==> config.mk <==
export PLATFORM = sky130hd
export DESIGN_NAME = mte_csr
export DESIGN_NICKNAME = d
export VERILOG_FILES = /design/src/hw/rtl/mte_pkg.sv /design/src/hw/rtl/mte_csr.sv
export SDC_FILE = /design/constraint.sdc
export NUM_CORES = 1
export LEC_CHECK = 0
export BUFFER_PORTS_ARGS = -buffer_cell sky130_fd_sc_hd__buf_2
export CORE_UTILIZATION = 28
export CTS_CLUSTER_SIZE = 10
export DETAILED_ROUTE_END_ITERATION = 8
export PLACE_DENSITY_LB_ADDON = 0.3
export SYNTH_ARGS = -nofsm -noshare
export SYNTH_HDL_FRONTEND = slang
export SYNTH_SLANG_ARGS = --single-unit
==> constraint.sdc <==
create_clock -name clock -period 0.8 [get_ports clock]
set_input_delay 0.04 -clock clock [delete_from_list [all_inputs] [get_ports clock]]
set_output_delay 0.04 -clock clock [all_outputs]
set_load 0.05 [all_outputs]
==> src/hw/rtl/mte_pkg.sv <==
// Shared constants, types and byte-class functions for the mention token extractor.
// No dependencies; every other file in this folder imports it.
package mte_pkg;

   localparam int MAX_ENTRIES_DEF = 16;
   localparam int HANDLE_SPAN_DEF = 32;

   localparam int CHAR_W     = 8;
   localparam int LIMIT_W    = 5;
   localparam int INDEX_W    = 4;
   localparam int SUFFIX_W   = 2;
   localparam int COUNT_W    = 5;
   localparam int APB_DATA_W = 32;
   localparam int APB_ADDR_W = 3;
   localparam int REG_IDX_W  = APB_ADDR_W - 2;

   localparam logic [LIMIT_W-1:0]   LIMIT_RESET       = 5'd16;
   localparam logic [REG_IDX_W-1:0] REG_MENTION_LIMIT = 1'b0;

   localparam logic [CHAR_W-1:0] CH_AT        = 8'h40;
   localparam logic [CHAR_W-1:0] CH_BANG      = 8'h21;
   localparam logic [CHAR_W-1:0] CH_QUERY     = 8'h3F;
   localparam logic [CHAR_W-1:0] CH_BACKSLASH = 8'h5C;
   localparam logic [CHAR_W-1:0] CH_UNDERSCORE = 8'h5F;
   localparam logic [CHAR_W-1:0] CH_DASH      = 8'h2D;
   localparam logic [CHAR_W-1:0] CH_DOT       = 8'h2E;
   localparam logic [CHAR_W-1:0] CH_PLUS      = 8'h2B;

   localparam logic [SUFFIX_W-1:0] SFX_PLAIN     = 2'd0;
   localparam logic [SUFFIX_W-1:0] SFX_INTERRUPT = 2'd1;
   localparam logic [SUFFIX_W-1:0] SFX_QUERY     = 2'd2;

   localparam logic KIND_HANDLE  = 1'b0;
   localparam logic KIND_SUMMARY = 1'b1;

   typedef logic [CHAR_W-1:0] char_type;

   // Broadcast from the controller to every cell of the row
   typedef struct packed {
      logic     cmp_en;
      logic     cmp_start;
      logic     wr_en;
      char_type cmp_byte;
      char_type wr_byte;
   } cell_ctl_type;

   function automatic logic is_alnum_byte(input char_type c);
      return ((c >= 8'h30) && (c <= 8'h39)) ||
             ((c >= 8'h61) && (c <= 8'h7A)) ||
             ((c >= 8'h41) && (c <= 8'h5A));
   endfunction

   function automatic logic is_handle_byte(input char_type c);
      return is_alnum_byte(c) || (c == CH_UNDERSCORE) || (c == CH_DASH);
   endfunction

   function automatic logic is_email_byte(input char_type c);
      return is_alnum_byte(c) || (c == CH_DOT) || (c == CH_UNDERSCORE) ||
             (c == CH_DASH) || (c == CH_PLUS);
   endfunction

   function automatic logic [SUFFIX_W-1:0] suffix_of(input char_type c);
      logic [SUFFIX_W-1:0] s;
      s = SFX_PLAIN;
      if (c == CH_BANG) begin
         s = SFX_INTERRUPT;
      end else if (c == CH_QUERY) begin
         s = SFX_QUERY;
      end
      return s;
   endfunction

endpackage

==> src/hw/rtl/mte_csr.sv <==
// APB-style register port holding the mention limit.
// Depends on mte_pkg.
module mte_csr import mte_pkg::*; (
   input  logic                  clock,
   input  logic                  reset,
   input  logic                  psel,
   input  logic                  penable,
   input  logic                  pwrite,
   input  logic [APB_ADDR_W-1:0] paddr,
   input  logic [APB_DATA_W-1:0] pwdata,
   output logic [APB_DATA_W-1:0] prdata,
   output logic                  pready,
   output logic [LIMIT_W-1:0]    mention_limit
);

   logic [LIMIT_W-1:0] limit_ff;
   logic [LIMIT_W-1:0] limit_in;
   logic               hit_reg;

   assign pready  = 1'b1;
   assign hit_reg = (paddr[APB_ADDR_W-1:2] == REG_MENTION_LIMIT);

   always_comb begin
      limit_in = limit_ff;
      if (psel && penable && pwrite && pready && hit_reg) begin
         limit_in = pwdata[LIMIT_W-1:0];
      end
   end

   assign prdata        = hit_reg ? APB_DATA_W'(limit_ff) : '0;
   assign mention_limit = limit_ff;

   always_ff @(posedge clock) begin
      if (reset) begin
         limit_ff <= LIMIT_RESET;
      end else begin
         limit_ff <= limit_in;
      end
   end

endmodule

After elaboration in Yosys (flattened, before gate mapping)
Cells that the tools add are included.

Bitwise logic cells: 1. Reductions and logical operators: 3. Mux-type cells: 1.

Operators with widths (number): $mux 5 (1); $logic_and 1x1->1 (3); $not 1->1 (1).

Bits in registers: 5. Output and inout bits: 38. Logic and storage cells: 6. Input port bits: 40.

Depth between registers and ports, before layout
Gate-level depths: netlist (run 1).

Depth after elaboration: 3. Gate-level depth with buffers: 3. Mapped depth without buffers: 2.

Least setup slack after synthesis (run 1)
Ideal clock, no wire load.

Path kind: reg-to-output. Start: reg limit_ff[0] (netlist: mention_limit[0]). End: out prdata[0]. Buffers on the path: 0. Data required time: 0.760 ns. Setup slack: -0.250 ns. Stages on the path, launching flop included: 2. Data arrival time: 1.010 ns. Path through: dfxtp_1 and2b_2.

Cells in the longest elaborated chain, start to end: 1.

Ends and longest elaborated chain: start: declaration (RTL line mte_csr.sv:16) `logic [LIMIT_W-1:0] limit_ff;`; start signal: assignment (RTL line mte_csr.sv:37) `limit_ff <= limit_in;`; $mux 5 (RTL line mte_csr.sv:30) `assign prdata = hit_reg ? APB_DATA_W'(limit_ff) : '0;`; end: declaration (RTL line mte_csr.sv:11) `output logic [APB_DATA_W-1:0] prdata,`.

Every way passes these cells.

Worst setup path after layout (run 1)
Start: reg limit_ff[3] (netlist: mention_limit[3]). End: out prdata[3].

Same word-level chain as after synthesis.

==> impl_metrics.csv, run 1 <==
group,metric,value,unit
clocking,clock-sinks,5,
yosys,synth_cell_type_count,10,
global_route,first_global_vias,252,
yosys,fraction_of_the_mapped_netlist_area_in_adder_cells,0,%
route,post_drt_via_cell_ratio,3.526,
route,detailroute.via_count,342,
yosys,post_synth.cell_area_avg,8.521,sq um
timing,maxClockFrequency,1083,MHz
clocking,clock_tree.buffer_depth,2,
route,first_pass_iters,7,
floorplan,die-area,1937,sq um
yosys,synth_compound_area_share,0,%
critical_path,worstSetupStartpointType,"flip-flop",
timing,setup_tns,-0.6812,ns
clocking,clock_tree.htree_level_count,1,
route,drtAntennaViolNets,0,
timing,min_period_over_period,115.4,%
floorplan,row_count,14,
route,drc,1,
place,place_inst,92,
global_route,initial_antenna_violation_count,0,
place,weighted_congestion_at_the_end_of_routability_driven_global_placement,0.6336,
yosys,yosys.area_share.simple,22.53,%
timing,hold_viol,0,
critical_path,setup.reg_to_reg.worst_slack,0.11,ns
timing,period_needed,0.9232,ns
critical_path,critical_path_class,"flip-flop to output pin",
clocking,cts_buffers,3,
timing,timing.final.setup_violations,9,
timing,timing.clock.skew,0,ns
place,dpl_worst_slack,-0.003673,ns
critical_path,worst_ep_arrival_time,0.88,ns
pwr,vdd_drop_max,911.5,uV
floorplan,io_pins,78,
floorplan,die_width,44.01,microns
critical_path,timing.rr.end,"mention_limit[3]",
yosys,synthesis.area,494.2,sq um
clocking,tritoncts_clock_tree,"built",
final_layout,design.final.nets,122,
critical_path,worst-path-max-fanout,3,
floorplan,floorplan.core_area,1577,sq um
global_route,globalRouteTotalUtil,7.932,%
yosys,synth-warning-count,0,
route,routed_wire_length_per_instance,7.660,microns
route,drt_iter0_markers,8,
worst_hold_path,hp-class,"input port to flip-flop",
final_layout,filler_cell_count,173,
final_layout,mostFrequentLayoutCell,"conb_1",
pwr,power.leakage,0.3185,nW
global_route,gr-total-overflow,0,
status,failing_checks,"DRC, setup timing",
clocking,clk_pin_slew,0.04,ns
critical_path,cp-end-kind,"output pin",
critical_path,critical_path_required,0.76,ns
final_layout,layoutNonFillerInstCount,97,
route,wirelength,743,microns
yosys,syn-instance-count,58,
final_layout,share_of_post_route_cells_with_drive_strength_above_1,44.44,%
run,timing.max_cap.violations,0,
critical_path,r2r_cells,3,
worst_hold_path,min_from,"pwdata[1]",
yosys,synth_seq_cells,5,
floorplan,start_util,31.35,%
final_layout,largest_register_ffs,5,
global_route,grt_first_pass_wirelength,1055,microns
clocking,clkLatencyLatePin,0.24,ns
final_layout,most-common-layout-cells,"conb_1 (28), buf_2 (10), nand2b_1 (8), buf_4 (6)",
place,placement.io_buffers,20,
yosys,synth_xor_xnor_area_share,0,%
yosys,synth_mux_area_share,10.13,%
worst_hold_path,instance_count_along_the_most_critical_hold_path,3,
worst_hold_path,min_delay_worst_endpoint,"mention_limit[1]",
timing,rsz0062_at_grt,"true",
global_route,largest_net_degree_at_the_start_of_global_routing,11,
floorplan,die_h,44.01,microns
pwr,power.density,1569,nW/um^2
clocking,clock_root_buffer,"clkbuf_4",
timing,final_max_slew_viol_count,0,
yosys,largest_family_of_logic_cells_by_synthesized_area,"buffers and inverters",
yosys,yosysSeqAreaShare,20.25,%
final_layout,area_growth_from_synthesis_to_layout,23.80,%
critical_path,crit-reg2reg-launch,"mention_limit[3]",
status,run_status,"finished, violations left",
final_layout,n_antenna_cell,0,
timing,final_critical_path_setup_slack,-0.1232,ns
synth_stat cells:
cell type / instances / area share (%)
conb_1: 2 / 1.5
and4b_1: 1 / 2.0
nand2b_1: 8 / 10
buf_4: 28 / 43
dfxtp_1: 5 / 20
mux2i_1: 5 / 10
nor2_1: 2 / 1.5
buf_1: 1 / 0.76
buf_6: 1 / 2.3
and2b_2: 5 / 8.9
power breakdown:
part	internal (mW)	switching (mW)
Combinational	0.0663	0.354
Clock	0.189	0.104
Sequential	0.243	0.00439
critical path, stage by stage (launching register included):
cell     delay, ns
dfxtp_4       0.34
and2b_4       0.16
buf_8         0.14
worst max path at each step:
stage                                start   endpoint  depth (start not counted)  slack (ns)
final                     mention_limit[3]  prdata[3]                          2       -0.12
after global routing      mention_limit[1]  prdata[1]                          2       -0.15
after CTS                 mention_limit[0]  prdata[0]                          2       -0.14
after detailed placement          paddr[2]  prdata[4]                          4      -0.004
after global placement            paddr[2]  prdata[4]                          4      -0.008
after floorplan           mention_limit[0]  prdata[0]                          1        0.06
stage by stage:
stage	hold slack (ns)	power, mW	utilization [%]	instance area (sq um)
6_report	0.04616	0.9602	38.81	611.8
5_1_grt	0.05660	1.003	38.81	611.8
4_1_cts	0.03691	0.9829	38.65	609.3
3_5_place_dp	0.2990	0.6564	33.41	526.8
3_3_place_gp	0.2932	0.6551	33.41	526.8
2_1_floorplan	0.1849	0.7231	-	616.8
cell type report:
type | instances | area [sq um] | share of cell area (%)
sequential | 5 | 118.9 | 19.43
tap | 16 | 20.02 | 3.272
timing repair buffer | 23 | 173.9 | 28.43
multi-input combinational | 49 | 272.8 | 44.58
clock buffer | 4 | 26.28 | 4.294
kinds of logic (layout without fill, tap and decap cells):
logic type             Yosys count  count (layout)
buffers and inverters           30              27
multiplexers                     5               5
AND/OR/NAND/NOR                 16              16
flip-flops                       5               5
other                            2              28
repair_timing:
item	4_1_cts	5_1_grt
gates resized for setup	16	1
hold buffers	0	0
hold endpoints to repair	0	0
setup buffers	1	0
endpoints found under the setup margin	10	10
routing by layer:
| metal | vias up | part of all wire, % | global-route usage, % |
|---|---|---|---|
| met3 | 0 | 9.8 | 6.122 |
| li1 | 168 | - | - |
| met2 | 29 | 53 | 13.53 |
| met4 | 0 | 0 | 1.818 |
| met1 | 145 | 37 | 7.500 |
| met5 | - | 0 | 0 |
(Power assumes the default switching activity.)
==> run 2, diff against run 1 <==
PLACE_DENSITY_LB_ADDON = 0.15   (was 0.3)
==> run 2 against run 1 <==
The flow still finishes with violations (DRC, setup timing). Register-to-register slack about the same. Non-clock buffer count unchanged. Critical path depth unchanged. Setup slack is essentially flat. Highest routed layer unchanged. Clock skew is the same. Largest cell class unchanged. Design area grew 2.5%. Wire length unchanged.
==> impl_metrics.csv, run 2 (same netlist as run 1, synthesis figures left out) <==
group,metric,value,unit
timing,period_needed,0.9236,ns
clocking,clock-sinks,5,
pwr,vdd_drop_max,887.5,uV
final_layout,design.final.nets,122,
pwr,finalPower,0.9592,mW
clocking,cts_buffers,3,
pwr,power.density,1530,nW/um^2
timing,maxClockFrequency,1083,MHz
global_route,largest_net_degree_at_the_start_of_global_routing,11,
floorplan,die_width,44.01,microns
route,drc,5,
global_route,first_global_vias,245,
route,routed_wire_length_per_instance,7.660,microns
route,drt_iter0_markers,8,
final_layout,area_taken_by_multi_input_logic_gates,272.8,sq um
timing,min_period_over_period,115.5,%
floorplan,floorplan.core_area,1577,sq um
critical_path,crit-reg2reg-launch,"mention_limit[4]",
worst_hold_path,hp-class,"input port to flip-flop",
global_route,grt_first_pass_wirelength,924,microns
final_layout,share_of_post_route_cells_with_drive_strength_above_1,44.44,%
run,timing.max_cap.violations,0,
critical_path,timing.rr.end,"mention_limit[4]",
critical_path,crit_path_max_incr_delay,0.34,ns
place,placement.io_buffers,20,
timing,hold_viol,0,
critical_path,setup.reg_to_reg.worst_slack,0.10,ns
global_route,globalRouteTotalUtil,7.191,%
critical_path,worstPathCellList,"and2b_4, buf_6",
clocking,clock_tree.buffer_depth,2,
critical_path,worst_path_max_delay_cell,"dfxtp_4",
final_layout,largest_register_ffs,5,
timing,timing.hold.ws,0.04699,ns
final_layout,filler_cell_count,175,
final_layout,final_cell_area,626.9,sq um
critical_path,worstSetupStartpointType,"flip-flop",
timing,final_critical_path_setup_slack,-0.1236,ns
floorplan,start_util,31.35,%
timing,timing.final.setup_violations,10,
timing,rsz0062_at_grt,"true",
place,post_dp_cell_area,519.2,sq um
route,drtAntennaViolNets,0,
critical_path,r2r_cells,3,
clocking,clkLatencyLatePin,0.24,ns
route,detailroute.via_count,339,
critical_path,startpoint,"mention_limit[0]",
final_layout,most-common-layout-cells,"conb_1 (28), buf_2 (10), nand2b_1 (8)",
clocking,clock_tree.htree_level_count,1,
timing,timing.clock.skew,0,ns
global_route,initial_antenna_violation_count,0,
timing,final_max_slew_viol_count,0,
pwr,power.leakage,0.3250,nW
route,post_drt_via_cell_ratio,3.495,
critical_path,cp-end-kind,"output pin",
critical_path,worst_setup_path_endpoint,"prdata[0]",
clocking,tritoncts_clock_tree,"built",
critical_path,worstPathBufferInverterCount,1,
route,wirelength,743,microns
clocking,clock_root_buffer,"clkbuf_4",
global_route,gr-total-overflow,0,
final_layout,layout.core_utilization,39.76,%
final_layout,n_antenna_cell,0,
clocking,postCtsHoldBufs,0,
floorplan,die-area,1937,sq um
place,weighted_congestion_at_the_end_of_routability_driven_global_placement,0.5499,
floorplan,io_pins,78,
place,dp.final_hpwl,569.2,microns
clocking,clk_pin_slew,0.04,ns
floorplan,die_h,44.01,microns
critical_path,critical_path_class,"flip-flop to output pin",
floorplan,row_count,14,
final_layout,regArea,118.9,sq um
critical_path,crit_cells,2,
final_layout,area_growth_from_synthesis_to_layout,26.84,%
status,run_status,"finished, violations left",
critical_path,worst_ep_arrival_time,0.88,ns
status,failing_checks,"DRC, setup timing",
final_layout,mostFrequentLayoutCell,"conb_1",
critical_path,critical_path.top_delay_family,"flip-flops",
route,first_pass_iters,5,
critical_path,critical_path_required,0.76,ns
critical_path,worst-path-max-fanout,3,
## run 2: changes by cell type in the layout (fill, tap and decap cells not counted), sizes merged
cell	before	now
buf	22	23
clkbuf	5	4
## run 2: what timing repair did
item,4_1_cts,5_1_grt
setup buffers,0,2
resized for setup,13,10
endpoints found under the setup margin,10,10
## run 2: worst min-delay path: stages
cell and delay (ns):
buf_2 0.09, nand2b_1 0.05, mux2i_1 0.06
## run 2: through the flow
step                TNS [ns]  instances  worst slack [ns]
floorplan                  0         84           0.06229
global placement     -0.1503         91          -0.03201
detailed placement   -0.1048         91          -0.02812
CTS                  -0.8776         95           -0.1293
global route          -1.061         97           -0.1478
finish               -0.7758         97           -0.1236
## run 2: area by class of cell
class / count / share of cell area, %
Multi-Input combinational cell: 49 / 43.51
Timing Repair Buffer: 23 / 30.14
Sequential cell: 5 / 18.96
Clock buffer: 4 / 4.192
Tap cell: 16 / 3.194
## run 2: worst min-delay path by stage
stage                             to      start  slack, ns  cells after the start
finish              mention_limit[3]  pwdata[3]       0.05                      3
global route        mention_limit[2]  pwdata[2]       0.05                      3
CTS                 mention_limit[3]  pwdata[3]       0.04                      3
detailed placement  mention_limit[3]  pwdata[3]       0.30                      3
global placement    mention_limit[1]  pwdata[1]       0.30                      3
floorplan           mention_limit[0]  pwdata[0]       0.18                      2
## run 2: where the power goes
part | total, mW | internal [mW] | switching (mW)
registers | 0.247 | 0.243 | 0.00436
logic | 0.425 | 0.0697 | 0.355
clock network | 0.287 | 0.188 | 0.0988
## run 2: per-layer routing
metal	vias to the layer above	routed length, microns	global-route usage [%]
met1	143	257	6.045
met5	-	0	0
met2	30	384	11.76
li1	166	-	-
met3	0	102	7.347
met4	0	0	1.818
==> run 3, diff against run 2 <==
PLACE_DENSITY = 0.8   (was unset)
PLACE_DENSITY_LB_ADDON = unset   (was 0.15)
==> run 3 against run 2 <==
The run still ends with DRC, setup timing left. Global-route usage rose by 1.1 points. Wire length increased by 13%. Cell count rose by 3.1%. Highest routed layer unchanged. Utilization up 3.1 points. First-iteration DRC count up 25%. Clock-buffer cell count unchanged.
==> impl_metrics.csv, run 3 (same netlist as run 1, synthesis figures left out) <==
group,metric,value,unit
status,run_status,"finished, violations left",
status,failing_checks,"DRC, setup timing",
final_layout,share_of_post_route_cells_with_drive_strength_above_1,46.43,%
pwr,vdd_drop_max,639.8,uV
floorplan,io_pins,78,
route,drtAntennaViolNets,0,
critical_path,worst-path-max-fanout,3,
global_route,gr-total-overflow,0,
clocking,clock_tree.htree_level_count,1,
route,routed_met2_length,406,microns
critical_path,worstPathBufferInverterCount,1,
place,placement.io_buffers,20,
route,met3_wirelength,101,microns
critical_path,critical_path_class,"flip-flop to output pin",
final_layout,area_growth_from_synthesis_to_layout,36.71,%
global_route,grt_first_pass_wirelength,1159,microns
timing,final_critical_path_setup_slack,-0.1328,ns
floorplan,die_width,44.01,microns
clocking,clkLatencyLatePin,0.24,ns
clocking,clk_pin_slew,0.05,ns
place,weighted_congestion_at_the_end_of_routability_driven_global_placement,0.6301,
clocking,clock_tree.buffer_depth,2,
critical_path,worst_path_max_delay_cell,"dfxtp_4",
floorplan,die-area,1937,sq um
timing,setup_tns,-0.8656,ns
global_route,first_global_vias,288,
floorplan,floorplan.core_area,1577,sq um
clocking,clock_root_buffer,"clkbuf_4",
pwr,power.density,1460,nW/um^2
final_layout,n_antenna_cell,0,
route,route.top_layer_used,"met3",
floorplan,die_h,44.01,microns
critical_path,worstSetupStartpointType,"flip-flop",
route,met1_length,332,microns
route,first_pass_iters,6,
run,timing.max_cap.violations,0,
timing,timing.hold.ws,0.04289,ns
final_layout,largest_register_ffs,5,
critical_path,critical_path.top_delay_family,"flip-flops",
route,post_drt_via_cell_ratio,3.680,
final_layout,design.final.nets,125,
critical_path,crit_path_max_incr_delay,0.35,ns
final_layout,mostFrequentLayoutCell,"conb_1",
pwr,power.leakage,0.3460,nW
critical_path,worstPathCellList,"and2b_4, buf_6",
final_layout,layout.core_utilization,42.86,%
global_route,initial_antenna_violation_count,0,
final_layout,layoutNonFillerInstCount,100,
route,detailroute.via_count,368,
critical_path,cp-end-kind,"output pin",
timing,timing.final.setup_violations,8,
route,wirelength,840,microns
floorplan,row_count,14,
clocking,clock-sinks,5,
critical_path,critical_path_required,0.76,ns
place,place_inst,93,
clocking,cts_buffers,3,
pwr,finalPower,0.9863,mW
timing,hold_viol,0,
critical_path,worst_ep_arrival_time,0.89,ns
timing,rsz0062_at_grt,"true",
timing,timing.clock.skew,0,ns
route,routed_wire_length_per_instance,8.400,microns
floorplan,start_util,31.35,%
clocking,tritoncts_clock_tree,"built",
timing,final_max_slew_viol_count,0,
final_layout,most-common-layout-cells,"conb_1 (28), buf_2 (10), nand2b_1 (8), buf_8 (6), buf_6 (6)",
timing,maxClockFrequency,1072,MHz
route,drt_iter0_markers,10,
global_route,globalRouteTotalUtil,8.263,%
timing,min_period_over_period,116.6,%
worst_hold_path,hp-class,"input port to flip-flop",
route,drc,7,
global_route,largest_net_degree_at_the_start_of_global_routing,11,
timing,period_needed,0.9328,ns
==> run 3: cell types whose count changed in the layout (fill, tap and decap cells not counted), sizes merged <==
cell / before / now
buf: 23 / 26
==> run 3: what timing repair did <==
item	in CTS	in global routing
endpoints found under the setup margin	10	10
pin swaps	0	0
resized for setup	16	13
hold buffers	0	0
setup buffers	0	3
==> run 3: final timing paths <==
kind	startpoint	end	slack (ns)	cells past startpoint
worst max-delay path	mention_limit[4]	prdata[4]	-0.13	2
worst min-delay path	pwdata[3]	mention_limit[3]	0.04	3
worst max register to register	mention_limit[0]	mention_limit[0]	0.12	3
worst min register to register	mention_limit[3]	mention_limit[3]	0.50	2
==> run 3: metal layers <==
metal / vias up / GRT usage (%)
li1: 174 / -
met1: 162 / 8.978
met2: 32 / 13.82
met3: 0 / 2.449
met4: 0 / 5.455
met5: - / 0
==> run 3: per-stage QoR <==
step,instance area (sq um),setup WS (ns)
after floorplan,616.8,0.06229
after global placement,534.3,0.004043
after detailed placement,534.3,-0.05274
after CTS,609.3,-0.1353
after global routing,675.6,-0.1552
final,675.6,-0.1328
==> run 3: report_power, final <==
| part | switching, mW | internal (mW) |
|---|---|---|
| Clock | 0.112 | 0.189 |
| Combinational | 0.358 | 0.0798 |
| Sequential | 0.00506 | 0.242 |
==> run 3: tightest hold or removal path, cell delays in order <==
cell and delay, ns:
buf_2 0.10, nand2b_1 0.05, mux2i_1 0.05
==> run 3: layout make-up <==
type | instances | area, sq um
multi-input combinational | 49 | 272.8
clock buffer | 4 | 26.28
tap | 16 | 20.02
sequential | 5 | 118.9
fill | 169 | 900.9
timing repair buffer | 26 | 237.7
