<file path="config.mk">
export PLATFORM = sky130hd
export DESIGN_NAME = mte_cell
export DESIGN_NICKNAME = d
export VERILOG_FILES = /design/src/hw/rtl/mte_pkg.sv /design/src/hw/rtl/mte_cell.sv
export SDC_FILE = /design/constraint.sdc
export NUM_CORES = 1
export LEC_CHECK = 0
export BUFFER_PORTS_ARGS = -buffer_cell sky130_fd_sc_hd__buf_2
export CAP_MARGIN = 20
export CELL_PAD_IN_SITES_DETAIL_PLACEMENT = 0
export CELL_PAD_IN_SITES_GLOBAL_PLACEMENT = 1
export CORE_ASPECT_RATIO = 0.6
export CORE_MARGIN = 5
export CORE_UTILIZATION = 55
export DETAILED_ROUTE_END_ITERATION = 8
export HOLD_SLACK_MARGIN = 0.06
export PLACE_DENSITY_LB_ADDON = 0.1
export SETUP_SLACK_MARGIN = 0.15
export SLEW_MARGIN = 30
export SYNTH_ARGS = -nofsm -noshare
export SYNTH_HDL_FRONTEND = slang
export SYNTH_SLANG_ARGS = --single-unit
</file>
<file path="constraint.sdc">
create_clock -name clock -period 5.1 [get_ports clock]
set_input_delay 0.51 -clock clock [delete_from_list [all_inputs] [get_ports clock]]
set_output_delay 0.51 -clock clock [all_outputs]
set_load 0.01 [all_outputs]
</file>
<file path="src/hw/rtl/mte_pkg.sv">
// Shared constants, types and byte-class functions for the mention token extractor.
// No dependencies; every other file in this folder imports it.
package mte_pkg;

   localparam int MAX_ENTRIES_DEF = 16;
   localparam int HANDLE_SPAN_DEF = 32;

   localparam int CHAR_W     = 8;
   localparam int LIMIT_W    = 5;
   localparam int INDEX_W    = 4;
   localparam int SUFFIX_W   = 2;
   localparam int COUNT_W    = 5;
   localparam int APB_DATA_W = 32;
   localparam int APB_ADDR_W = 3;
   localparam int REG_IDX_W  = APB_ADDR_W - 2;

   localparam logic [LIMIT_W-1:0]   LIMIT_RESET       = 5'd16;
   localparam logic [REG_IDX_W-1:0] REG_MENTION_LIMIT = 1'b0;

   localparam logic [CHAR_W-1:0] CH_AT        = 8'h40;
   localparam logic [CHAR_W-1:0] CH_BANG      = 8'h21;
   localparam logic [CHAR_W-1:0] CH_QUERY     = 8'h3F;
   localparam logic [CHAR_W-1:0] CH_BACKSLASH = 8'h5C;
   localparam logic [CHAR_W-1:0] CH_UNDERSCORE = 8'h5F;
   localparam logic [CHAR_W-1:0] CH_DASH      = 8'h2D;
   localparam logic [CHAR_W-1:0] CH_DOT       = 8'h2E;
   localparam logic [CHAR_W-1:0] CH_PLUS      = 8'h2B;

   localparam logic [SUFFIX_W-1:0] SFX_PLAIN     = 2'd0;
   localparam logic [SUFFIX_W-1:0] SFX_INTERRUPT = 2'd1;
   localparam logic [SUFFIX_W-1:0] SFX_QUERY     = 2'd2;

   localparam logic KIND_HANDLE  = 1'b0;
   localparam logic KIND_SUMMARY = 1'b1;

   typedef logic [CHAR_W-1:0] char_type;

   // Broadcast from the controller to every cell of the row
   typedef struct packed {
      logic     cmp_en;
      logic     cmp_start;
      logic     wr_en;
      char_type cmp_byte;
      char_type wr_byte;
   } cell_ctl_type;

   function automatic logic is_alnum_byte(input char_type c);
      return ((c >= 8'h30) && (c <= 8'h39)) ||
             ((c >= 8'h61) && (c <= 8'h7A)) ||
             ((c >= 8'h41) && (c <= 8'h5A));
   endfunction

   function automatic logic is_handle_byte(input char_type c);
      return is_alnum_byte(c) || (c == CH_UNDERSCORE) || (c == CH_DASH);
   endfunction

   function automatic logic is_email_byte(input char_type c);
      return is_alnum_byte(c) || (c == CH_DOT) || (c == CH_UNDERSCORE) ||
             (c == CH_DASH) || (c == CH_PLUS);
   endfunction

   function automatic logic [SUFFIX_W-1:0] suffix_of(input char_type c);
      logic [SUFFIX_W-1:0] s;
      s = SFX_PLAIN;
      if (c == CH_BANG) begin
         s = SFX_INTERRUPT;
      end else if (c == CH_QUERY) begin
         s = SFX_QUERY;
      end
      return s;
   endfunction

endpackage

</file>
<file path="src/hw/rtl/mte_cell.sv">
// One entry of the found-handle row: stored bytes, length and a running prefix match
// against the candidate being collected. Depends on mte_pkg.
module mte_cell import mte_pkg::*; #(
   parameter int  CELL_ID     = 0,
   parameter int  MAX_ENTRIES = MAX_ENTRIES_DEF,
   parameter int  HANDLE_SPAN = HANDLE_SPAN_DEF,
   localparam int POS_W       = $clog2(HANDLE_SPAN),
   localparam int LEN_W       = $clog2(HANDLE_SPAN + 1),
   localparam int SLOT_W      = (MAX_ENTRIES > 1) ? $clog2(MAX_ENTRIES) : 1,
   localparam int CNT_W       = $clog2(MAX_ENTRIES + 1)
) (
   input  logic              clock,
   input  cell_ctl_type      ctl,
   input  logic [POS_W-1:0]  rd_pos,
   input  logic [POS_W-1:0]  wr_pos,
   input  logic [SLOT_W-1:0] wr_slot,
   input  logic [LEN_W-1:0]  len_bus,
   input  logic [CNT_W-1:0]  found_count,
   input  logic              hit_in,
   output logic              hit_out
);

   char_type         store_mem [HANDLE_SPAN];
   char_type         rd_ff;
   logic             match_ff;
   logic [LEN_W-1:0] len_ff;
   logic             sel;
   logic             eq;
   logic             match_now;
   logic             live;

   assign sel  = (wr_slot == SLOT_W'(CELL_ID));
   assign eq   = (rd_ff == ctl.cmp_byte);
   assign live = (CNT_W'(CELL_ID) < found_count);

   // Fold in the byte arriving this cycle so an end-of-message finish sees it
   assign match_now = ctl.cmp_en ? ((ctl.cmp_start || match_ff) && eq) : match_ff;

   assign hit_out = hit_in || (live && (len_ff == len_bus) && match_now);

   always_ff @(posedge clock) begin
      if (ctl.wr_en && sel) begin
         store_mem[wr_pos] <= ctl.wr_byte;
         if (wr_pos == '0) begin
            len_ff <= len_bus;
         end
      end
      // Read ahead at the position of the next candidate byte
      rd_ff <= store_mem[rd_pos];
      if (ctl.cmp_en) begin
         match_ff <= match_now;
      end
   end

endmodule
</file>
# --- Word-level counts from Yosys, hierarchy flattened ---
# Memories as Yosys holds them, arrays and structs flattened. A register that Yosys moved wholly into a read port is not among the register bits.
# Cells that the tools add are included.
classes:
  n_lt_le_gt_ge: 1
  n_eq_ne: 2
  n_mux: 3
  reduce_logical: 9
ops:
  columns: ["operator", "count"]
  rows:
  - ["equality test 8 bit", 1]
  - ["equality test 6 bit", 1]
  - ["zero test 5 bit", 1]
  - ["< comparator 1 x 5 -> 1 bit, first input constant", 1]
  - ["logical AND 1 bit", 4]
  - ["zero test 4 bit", 1]
  - ["two-way mux 1 bit", 3]
  - ["logical OR 1 bit", 2]
  - ["AND reduction 2 bit", 1]
totals:
  reg_bits: 7
  ramBits: 256
  in_bits: 46
  output_inout_bits: 1
  elab_cells: 18
  memories: 1
mem_list:
  columns: ["name", "words", "width", "read_ports", "rd_ports_with_merged_regs", "write_ports", "line_no", "rtl"]
  rows:
  - ["store_mem", 32, 8, 1, 1, 1, "mte_cell.sv:23", "char_type store_mem [HANDLE_SPAN];"]

# --- Depth between registers and ports, before layout ---
# Gate-level depths: netlist (run 1).
depth:
  depth_word: 5
  depth_mapped: 5
  ltp_nobuf: 4

# --- Least setup slack after synthesis (run 1) ---
# No wires, ideal clock.
synth_path:
  kind: "input to register"
  start: "input rd_pos[2]"
  end: "register rd_ff[0], read port of store_mem"
  setup_ps: 121
  arrival_time_ps: 2192
  t_required_ps: 4979
  slack_ps: 2788
  stages: 5
  path_buffers: 2
  cell_sequence: "clkbuf_1 > clkbuf_1 > mux4_2 > mux4_2 > mux2_2"
synth_lines:
  columns: ["item", "line_no", "rtl"]
  rows:
  - ["start: declaration", "mte_cell.sv:14", "input logic [POS_W-1:0] rd_pos,"]
  - ["end: declaration", "mte_cell.sv:24", "char_type rd_ff;"]

# --- Final worst setup path (run 1) ---
layout_path:
  start: "register rd_ff[4], read port of store_mem"
  end: "output hit_out"
layout_between:
  elab_chain_cells: 5
layout_rtl:
  columns: ["item", "line_no", "rtl"]
  rows:
  - ["equality test 8 bit", "mte_cell.sv:33", "assign eq = (rd_ff == ctl.cmp_byte);"]
  - ["logical AND 1 bit", "mte_cell.sv:37", "assign match_now = ctl.cmp_en ? ((ctl.cmp_start || match_ff) && eq) : match_ff;"]
  - ["two-way mux 1 bit", "mte_cell.sv:37", null]
  - ["logical AND 1 bit", "mte_cell.sv:39", "assign hit_out = hit_in || (live && (len_ff == len_bus) && match_now);"]
  - ["logical OR 1 bit", "mte_cell.sv:39", null]
  - ["end: declaration", "mte_cell.sv:20", "output logic hit_out"]
# Every way passes these cells.

==> results.md, run 1 <==
- Clock sinks: around 270
- Vias in the first global route: 4,894
- Int Power: approximately 3.6 mW
- CP required: approximately 4.6 ns
- Final wirelength: 23,100 um
- Setup TNS: 0 ns
- Ports: 47
- Initial antenna violation count: 0
- Synth area leader: edfxtp_1
- Initial Util: 55.5%
- Number of routed nets with antenna violations: 0
- Number of synthesis warnings: 0
- Vias per cell: approximately 6.4
- Global-route wire length before repair: about 34,000 um
- Slowest cell delay on critical path: ~0.45 ns
- Worst-Skew Late Latency: 0.52 ns
- Post-CTS Hold Buffers: 0
- Clock power frac: 39.9%
- HP Class: in2reg
- Slowest cell on the critical path: dfxtp_1
- Max-slew headroom at the worst pin: between 30% and 40%
- Htree depth: 1
- Combinational Power Share: 4.8%
- Sw Share: 19.9%
- Nets: 556
- Drt drc: 0
- Top cells by area, synth: edfxtp_1, mux4_2, dfxtp_1
- Top-count cell post-synth: edfxtp_1
- Yosys cell types: 27
- TritonRoute pass-1 iters: 5
- RSZ-0062 raised after global routing: no
- P_sw: 0.888 mW
- Register area share after synthesis: 76.9%
- Worst-path clk slew: 0.07 ns
- Status: finished, final reports clean
- Mean post-synth cell area: 23.0 sq um
- Cell Area, Synth: between 10,000 and 15,000 sq um
- CP cell instances: xor2_1, nor4_1, a21boi_0, o41ai_1, buf_2
- Post-route clock period utilization: 52.1%
- Total GRT Usage: 21.7%
- Final Hold Fails: 0
- Reg power frac: 55.3%
- Critical path fanouts, max: 2
- CTS resizes: 0
- Top cell type's share of synthesized area: 75.4%
- Std-Cell Core Area: ~19,000 sq um
- Maximum root-to-sink buffer count: 3
- I/O Buffers: 46
- Synth Register Bits: approximately 270
- Max VDD drop: between 200 and 250 uV
- Half-perimeter wire length after placement: 14,800 um
- Worst Max-Slew Pin Slew: between 1 and 1.5 ns
- Grt ovf: 0
- Synth cell count leaders: edfxtp_1, mux4_2, nor2_1
- CP startpoint kind: flip-flop
- Syn Inst Count: between 400 and 500
- Post-synth EDFFs: 263
- Layout area overhead: 11.9%
- Starting DRT DRC Count: 509
- Fmax: 376 MHz
- Post-CTS Setup Bufs: 0
- Die area: 22,000 sq um
- Final instance area: 11,700 sq um
- Min Hold Slack: 0.200 ns
- DIE WIDTH: 188 um
- CTS tree: built
- Drt wl/cell: just under 30 um
- Syn nets: 501
- Async SR Flop Fraction: 0%
- CP arrival: 2.15 ns
- Setup skew after layout: 0.0144 ns
- Inserted Clock Buffers: 25
- MaxCap Viol Count: 0
- Crit Path Class: reg2out
- Fin crit period: 2.66 ns
- Layout cells sized above 1: roughly 34%
- Clock tree root driver cell: clkbuf_16
- Placer Congestion: approximately 0.82
- Crit. End Element: primary output
- Placement-stage cell area: about 11,000 sq um
- Commonest register cell after synthesis: edfxtp_1
- Via count: 4,940
- Pwr Density: 380 nW/um^2
- Die height: 117 um
- Final setup vio count: 0
- Largest net degree at the start of global routing: 39
- Num rows: 39
- Slew Limit Fails: 0
- Leakage: 3.67 nW
final timing paths:
check | startpoint | end | slack (ns) | depth (start not counted)
setup / recovery | rd_ff[4] | hit_out | 2.44 | 5
setup reg to reg | store_mem[20][7] | rd_ff[7] | 3.25 | 3
hold / removal | len_bus[3] | len_ff[3] | 0.20 | 1
hold reg to reg | match_ff | match_ff | 0.59 | 2
cell families (layout without fill, tap and decap cells):
logic type / after synthesis / count (layout) / share of synthesized area, %
buffers and inverters: 23 / 96 / 1.12
DFF: 271 / 271 / 76.9
and+or+nand+nor: 55 / 55 / 2.46
muxes: 88 / 88 / 18.1
AOI/OAI and AO/OA: 4 / 4 / 0.275
other: 0 / 1 / 0
xor gates and xnor gates: 14 / 14 / 1.17
power groups by stage:
stage,Combinational [mW],Clock (mW),Sequential [mW]
detailed placement,0.215,0,2.51
floorplan,0.124,0,2.50
global route,0.229,1.90,2.46
finish,0.213,1.78,2.46
CTS,0.216,1.80,2.46
global placement,0.210,0,2.51
flip-flops by register name, indices dropped and copies added, names as in the netlist:
name / count
rd_ff: 8
len_ff: 6
match_ff: 1
store_mem: 256
routing by layer:
metal	vias to the layer above	global-route usage, %	share of wire, %	wire, um
li1	2025	-	-	-
met1	2623	35.8	45	10500
met2	266	30.3	42	9730
met3	26	4.98	11	2540
met4	0	3.81	1.5	354
met5	-	0	0	0
placed cells by master (no fill, tap or decap), types with 8 or more instances in the layout:
master | Yosys | final
edfxtp_1 | 263 | 263
xor2_1 | 8 | 8
buf_2 | 1 | 44
mux4_2 | 80 | 80
mux2_2 | 8 | 8
clkbuf_1 | 7 | 9
dfxtp_1 | 8 | 8
nor2_1 | 35 | 29
clkbuf_16 | 0 | 25
final cells by class:
cell class	instances	area, sq um
diodes	1	2.50
flip-flops and latches	271	8060
repair buffers	50	265
clock inverters	10	96.3
clock buffers	35	673
well taps	246	308
multi-input cells	161	2320
fillers	1294	7160
inverters	1	3.75
critical path: cells and delay by family (launching register included):
family / cells / cell delay, ns
simple gates: 1 / 0.31
xor+xnor: 1 / 0.10
flops: 1 / 0.45
compound gates: 2 / 0.57
buf+inv: 1 / 0.19
metrics by stage:
stage / std cells / util [%] / power (mW) / setup WS [ns]
4_1_cts: 774 / 62.0 / 4.48 / 2.38
6_report: 775 / 62.1 / 4.45 / 2.44
3_5_place_dp: 729 / 57.9 / 2.73 / 1.97
2_1_floorplan: 455 / - / 2.63 / 2.79
5_1_grt: 774 / 62.1 / 4.59 / 2.29
3_3_place_gp: 729 / 57.9 / 2.72 / 1.98
Note: power is estimated with default switching activity, not from simulation.
==> inputs of run 2 (changes only) <==
--- a/config.mk
+++ b/config.mk
@@ -11,7 +11,7 @@
 export CELL_PAD_IN_SITES_GLOBAL_PLACEMENT = 1
 export CORE_ASPECT_RATIO = 0.6
 export CORE_MARGIN = 5
-export CORE_UTILIZATION = 55
+export CORE_UTILIZATION = 49
 export DETAILED_ROUTE_END_ITERATION = 8
 export HOLD_SLACK_MARGIN = 0.06
 export PLACE_DENSITY_LB_ADDON = 0.1
==> constraint.sdc (replaced) <==
create_clock -name clock -period 2.2 [get_ports clock]
set_input_delay 0.22 -clock clock [delete_from_list [all_inputs] [get_ports clock]]
set_output_delay 0.22 -clock clock [all_outputs]
set_load 0.01 [all_outputs]
==> results.md, run 2 (synthesized netlist as in run 1, its figures left out) <==
- TritonRoute pass-1 iters: 5
- Clock tree root driver cell: clkbuf_16
- HP Class: in2reg
- Setup TNS: 0 ns
- HP Start: ctl[17]
- Crit. End Element: primary output
- CP cell instances: xor2_1, nor4_2, a21boi_2, o41ai_2, buf_2
- Final Hold Fails: 0
- Starting DRT DRC Count: 422
- Largest net degree at the start of global routing: 39
- Post-route clock period utilization: 97.7%
- Max reg flops: 256
- Layout area overhead: 17.4%
- Setup ws final: 0.0509 ns
- Pwr Density: 869 nW/um^2
- Biggest register: store_mem
- Half-perimeter wire length after placement: 14,800 um
- MaxCap Viol Count: 0
- Worst Max-Slew Pin Slew: roughly 0.66 ns
- Most common cell after layout, fill and taps aside: edfxtp_1
- Drt wl/cell: 26.5 um
- Maximum root-to-sink buffer count: 3
- Worst-Skew Late Latency: slightly above 0.5 ns
- Die area: 24,500 sq um
- Critical path origin: rd_ff[4]
- Antenna diode count: 0
- Leakage: 3.99 nW
- Final Non-Filler Cells: 852
- Std-Cell Core Area: 21,000 sq um
- Fill count: 1,510
- Nets: 602
- Crit Path Class: reg2out
- Setup skew after layout: 0.0111 ns
- CP arrival: 1.93 ns
- Initial Util: between 40% and 50%
- Status: finished, final reports clean
- CP required: ~2.0 ns
- Initial antenna violation count: 3
- Htree depth: 1
- Origin of the critical flop-to-flop path: store_mem[30][2]
- Placer Congestion: 0.808
- Placement-stage cell area: 11,400 sq um
- Largest regs: store_mem: 256 flops, rd_ff: 8 flops, len_ff: 6 flops
- Final setup vio count: 0
- Num rows: 41
- DIE WIDTH: 199 um
- Final instance area: roughly 12,000 sq um
- Slowest cell on the critical path: nor4_2
- Critical path fanouts, max: 2
- Min Hold Slack: 0.0680 ns
- Die height: 123 um
- Global-route wire length before repair: 33,700 um
- Clock sinks: around 270
- Via count: between 4,000 and 5,000
- Slew Limit Fails: 0
- Total GRT Usage: 19.2%
- Pre-CTS setup slack: 0.0435 ns
- RSZ-0062 raised after global routing: yes
- Worst-path clk slew: 0.06 ns
- Commonest cells after routing, fill and taps aside: edfxtp_1, mux4_2, buf_2
- Number of routed nets with antenna violations: 0
- Max-slew headroom at the worst pin: 55.8%
- Fmax: between 400 and 500 MHz
- Vias in the first global route: 5,043
- Drt drc: 0
- Grt ovf: 0
- Dpl cells: around 800
- Max VDD drop: 620 uV
- Layout cells sized above 1: 39.3%
- CTS tree: built
- Final wirelength: 22,600 um
- Ports: 47
- I/O Buffers: 46
- Slowest cell delay on critical path: 0.38 ns
- CP startpoint kind: flip-flop
- Fin crit period: 2.15 ns
- Inserted Clock Buffers: 25
- Vias per cell: 5.77
[run 2: cell types whose count changed in the layout (fill, tap and decap cells not counted), moves of 2 or more]
cell	before	now
nor2_2	6	0
nor4_1	3	1
dfxtp_2	0	2
nor4_2	0	2
dfxtp_1	8	6
nor2_1	29	35
dlygate4sd3_1	0	7
clkinv_2	2	6
bufinv_16	2	5
buf_12	0	7
buf_4	6	37
clkbuf_1	9	1
[run 2: critical path: cells and delay by family, from the launching register on]
| family | cells | cell delay (ns) |
|---|---|---|
| AOI/OAI and AO/OA | 2 | 0.36 |
| xor gates and xnor gates | 1 | 0.15 |
| buffers and inverters | 1 | 0.19 |
| and+or+nand+nor | 1 | 0.38 |
| DFF | 1 | 0.34 |
[run 2: timing repair]
item                                    4_1_cts  5_1_grt
hold endpoints to repair                      7        0
gates cloned                                  0        0
endpoints found under the setup margin        1        1
hold buffers                                  7        0
pin swaps                                     3        1
setup buffers                                 0        0
gates resized for setup                       6        1
[run 2: worst paths after layout]
kind                            endpoint  slack [ns]  cells past startpoint
worst max-delay path             hit_out        0.05                      5
worst min-delay path            match_ff        0.07                      3
worst max register to register  rd_ff[2]        0.31                      3
worst min register to register  match_ff        0.59                      2
[run 2: area by class of cell]
class	count	area [sq um]	share of cell area, %
Tap cell	279	349	2.84
Sequential cell	271	8060	65.6
Inverter	1	3.75	0.0305
Multi-Input combinational cell	161	2320	18.9
Clock buffer	26	629	5.12
Clock inverter	18	214	1.74
Timing Repair Buffer	96	713	5.80
[run 2: report_power, final]
group / switching, mW / internal (mW) / total (mW) / leakage (nW)
sequential: 0.0179 / 5.68 / 5.70 / 2.43
combinational: 0.289 / 0.250 / 0.540 / 1.15
clock: 1.79 / 2.66 / 4.44 / 0.412
[run 2: layer usage]
metal,routed length [um],vias up,global-route usage (%)
met5,0,-,0
met4,318,0,3.25
met3,1540,28,3.32
met2,9730,152,27.0
met1,11000,2620,32.3
li1,-,2116,-
[run 2: per-stage QoR]
step / total power [mW] / utilization [%]
floorplan: 6.09 / -
global placement: 6.33 / 54.0
detailed placement: 6.34 / 54.0
CTS: 10.8 / 58.4
global route: 11.1 / 58.5
finish: 10.7 / 58.5
==> inputs of run 3 (changes only) <==
--- a/config.mk
+++ b/config.mk
@@ -7,14 +7,11 @@
 export LEC_CHECK = 0
 export BUFFER_PORTS_ARGS = -buffer_cell sky130_fd_sc_hd__buf_2
 export CAP_MARGIN = 20
-export CELL_PAD_IN_SITES_DETAIL_PLACEMENT = 0
-export CELL_PAD_IN_SITES_GLOBAL_PLACEMENT = 1
 export CORE_ASPECT_RATIO = 0.6
 export CORE_MARGIN = 5
-export CORE_UTILIZATION = 49
+export CORE_UTILIZATION = 45
 export DETAILED_ROUTE_END_ITERATION = 8
 export HOLD_SLACK_MARGIN = 0.06
-export PLACE_DENSITY_LB_ADDON = 0.1
 export SETUP_SLACK_MARGIN = 0.15
 export SLEW_MARGIN = 30
 export SYNTH_ARGS = -nofsm -noshare
==> results.md, run 3 (synthesized netlist as in run 1, its figures left out) <==
- Clock power frac: between 40% and 50%
- Crit Path Class: reg2out
- Antenna diode count: 0
- Pwr Density: 852 nW/um^2
- Combinational Power Share: 5.2%
- Leakage: 3.99 nW
- Final setup vio count: 0
- Initial Util: 45.5%
- Half-perimeter wire length after placement: approximately 16,000 um
- Final instance area: 12,300 sq um
- Status: finished, final reports clean
- Crit. End Element: primary output
- CP arrival: 1.85 ns
- Die height: between 100 and 150 um
- DIE WIDTH: 207 um
- CP bufs+invs: 1
- Worst Setup EP: hit_out
- Std-Cell Core Area: 23,000 sq um
- Final Hold Fails: 0
- R2r worst-path depth: 3
- RSZ-0062 raised after global routing: yes
- MaxCap Viol Count: 0
- Fin crit period: 2.07 ns
- HP Class: in2reg
- Slowest cell delay on critical path: 0.34 ns
- Num rows: 43
- Reg power frac: between 50 and 60%
- Via count: 4,946
- Vias per cell: 5.54
- CTS tree: built
- Critical path fanouts, max: 2
- TritonRoute pass-1 iters: 5
- P_sw: 2.06 mW
- Total GRT Usage: between 15 and 20%
- Sw Share: 19.7%
- Most common cell after layout, fill and taps aside: edfxtp_1
- Global-route wire length before repair: roughly 35,000 um
- Inserted Clock Buffers: 25
- Max reg flops: between 200 and 300
- Commonest cells after routing, fill and taps aside: edfxtp_1, mux4_2, buf_2
- Layout area overhead: 17.6%
- Biggest register: store_mem
- Drt drc: 0
- Placement-stage cell area: 11,400 sq um
- Setup skew after layout: just under 0.009 ns
- Max VDD drop: about 440 uV
- Final Non-Filler Cells: about 890
- Worst Max-Slew Pin Slew: 0.662 ns
- Initial antenna violation count: 0
- Met2 WL: approximately 10,000 um
- Number of routed nets with antenna violations: 0
- Final wirelength: 23,300 um
- Htree depth: 1
- Worst-Skew Late Latency: 0.51 ns
- Critical path's top delay family: compound AO/OA/AOI/OAI gates
- Maximum root-to-sink buffer count: 3
- Ports: 47
- Critical path origin: rd_ff[2]
- Largest net degree at the start of global routing: 33
- Slew Limit Fails: 0
- Slowest cell on the critical path: dfxtp_1
- Setup TNS: 0 ns
- Met1 wire length: 11,100 um
- Clock tree root driver cell: clkbuf_16
- Nets: between 600 and 700
- Max-slew headroom at the worst pin: 55.8%
- I/O Buffers: 46
- Worst path depth: 5
- Min Hold Slack: ~0.088 ns
- Grt ovf: 0
- Top sig layer: met4
- CP required: 1.98 ns
- CP cell instances: xor2_1, nor4_2, a21boi_1, o41ai_1, buf_2
- Origin of the critical flop-to-flop path: store_mem[30][5]
- Placer Congestion: 0.842
- Drt wl/cell: between 20 and 30 um
- Clock sinks: ~270
- Layout cells sized above 1: 38.5%
- Flop2flop setup slack: 0.36 ns
- Worst-path clk slew: 0.06 ns
- Vias in the first global route: between 5,000 and 6,000
- Int Power: 8.44 mW
- Routed met3 length: 1820 um
- Starting DRT DRC Count: 392
- Fmax: 482 MHz
- Largest regs: store_mem: 256 flops, rd_ff: 8 flops, len_ff: 6 flops
- Post-route clock period utilization: 94.2%
- Dpl cells: 842
- Die area: 26,500 sq um
- FF-to-FF End: rd_ff[5]
- CP startpoint kind: flip-flop
## run 3: how the worst min path moves through the flow
stage | depth (start not counted) | to | startpoint | slack [ns]
2_1_floorplan | 0 | len_ff[0] | len_bus[0] | 0.32
3_3_place_gp | 1 | len_ff[4] | len_bus[4] | 0.43
3_5_place_dp | 1 | len_ff[4] | len_bus[4] | 0.43
4_1_cts | 3 | match_ff | ctl[17] | 0.11
5_1_grt | 3 | match_ff | ctl[17] | 0.08
6_report | 3 | match_ff | ctl[17] | 0.09
## run 3: metrics by stage
step	setup WS, ns	util, %	power [mW]
final	0.127	53.5	10.5
after floorplan	0.178	-	6.09
after CTS	0.0673	53.5	10.6
after detailed placement	0.0467	49.7	6.34
after global placement	0.0349	49.7	6.33
after global routing	0.000760	53.5	10.9
## run 3: layer usage
metal | vias to the layer above | global-route usage (%)
li1 | 2120 | -
met1 | 2614 | 30.1
met2 | 184 | 25.8
met3 | 28 | 3.59
met4 | 0 | 2.76
met5 | - | 0
## run 3: power by group through the flow
stage	Clock, mW	Combinational, mW	Sequential, mW
after floorplan	0	0.288	5.80
final	4.25	0.549	5.70
after detailed placement	0	0.535	5.81
after CTS	4.35	0.555	5.70
after global placement	0	0.523	5.81
after global routing	4.58	0.591	5.70
## run 3: tightest hold or removal path: cells and delay by family
kind,cells,cell delay (ns)
buf+inv,1,0.09
simple gates,1,0.10
compound gates,1,0.09
## run 3: layout make-up
type / count / area [sq um]
Fill cell: 1818 / 10700
Sequential cell: 271 / 8060
Multi-Input combinational cell: 161 / 2310
Timing Repair Buffer: 102 / 758
Clock buffer: 33 / 676
Tap cell: 315 / 394
Clock inverter: 9 / 119
Inverter: 1 / 3.75
## run 3: what timing repair did
item,in CTS,in global routing
pin swaps,3,0
setup buffers,1,0
gates resized for setup,3,0
endpoints found under the setup margin,1,1
endpoints found under the hold margin,7,0
hold buffers,7,0
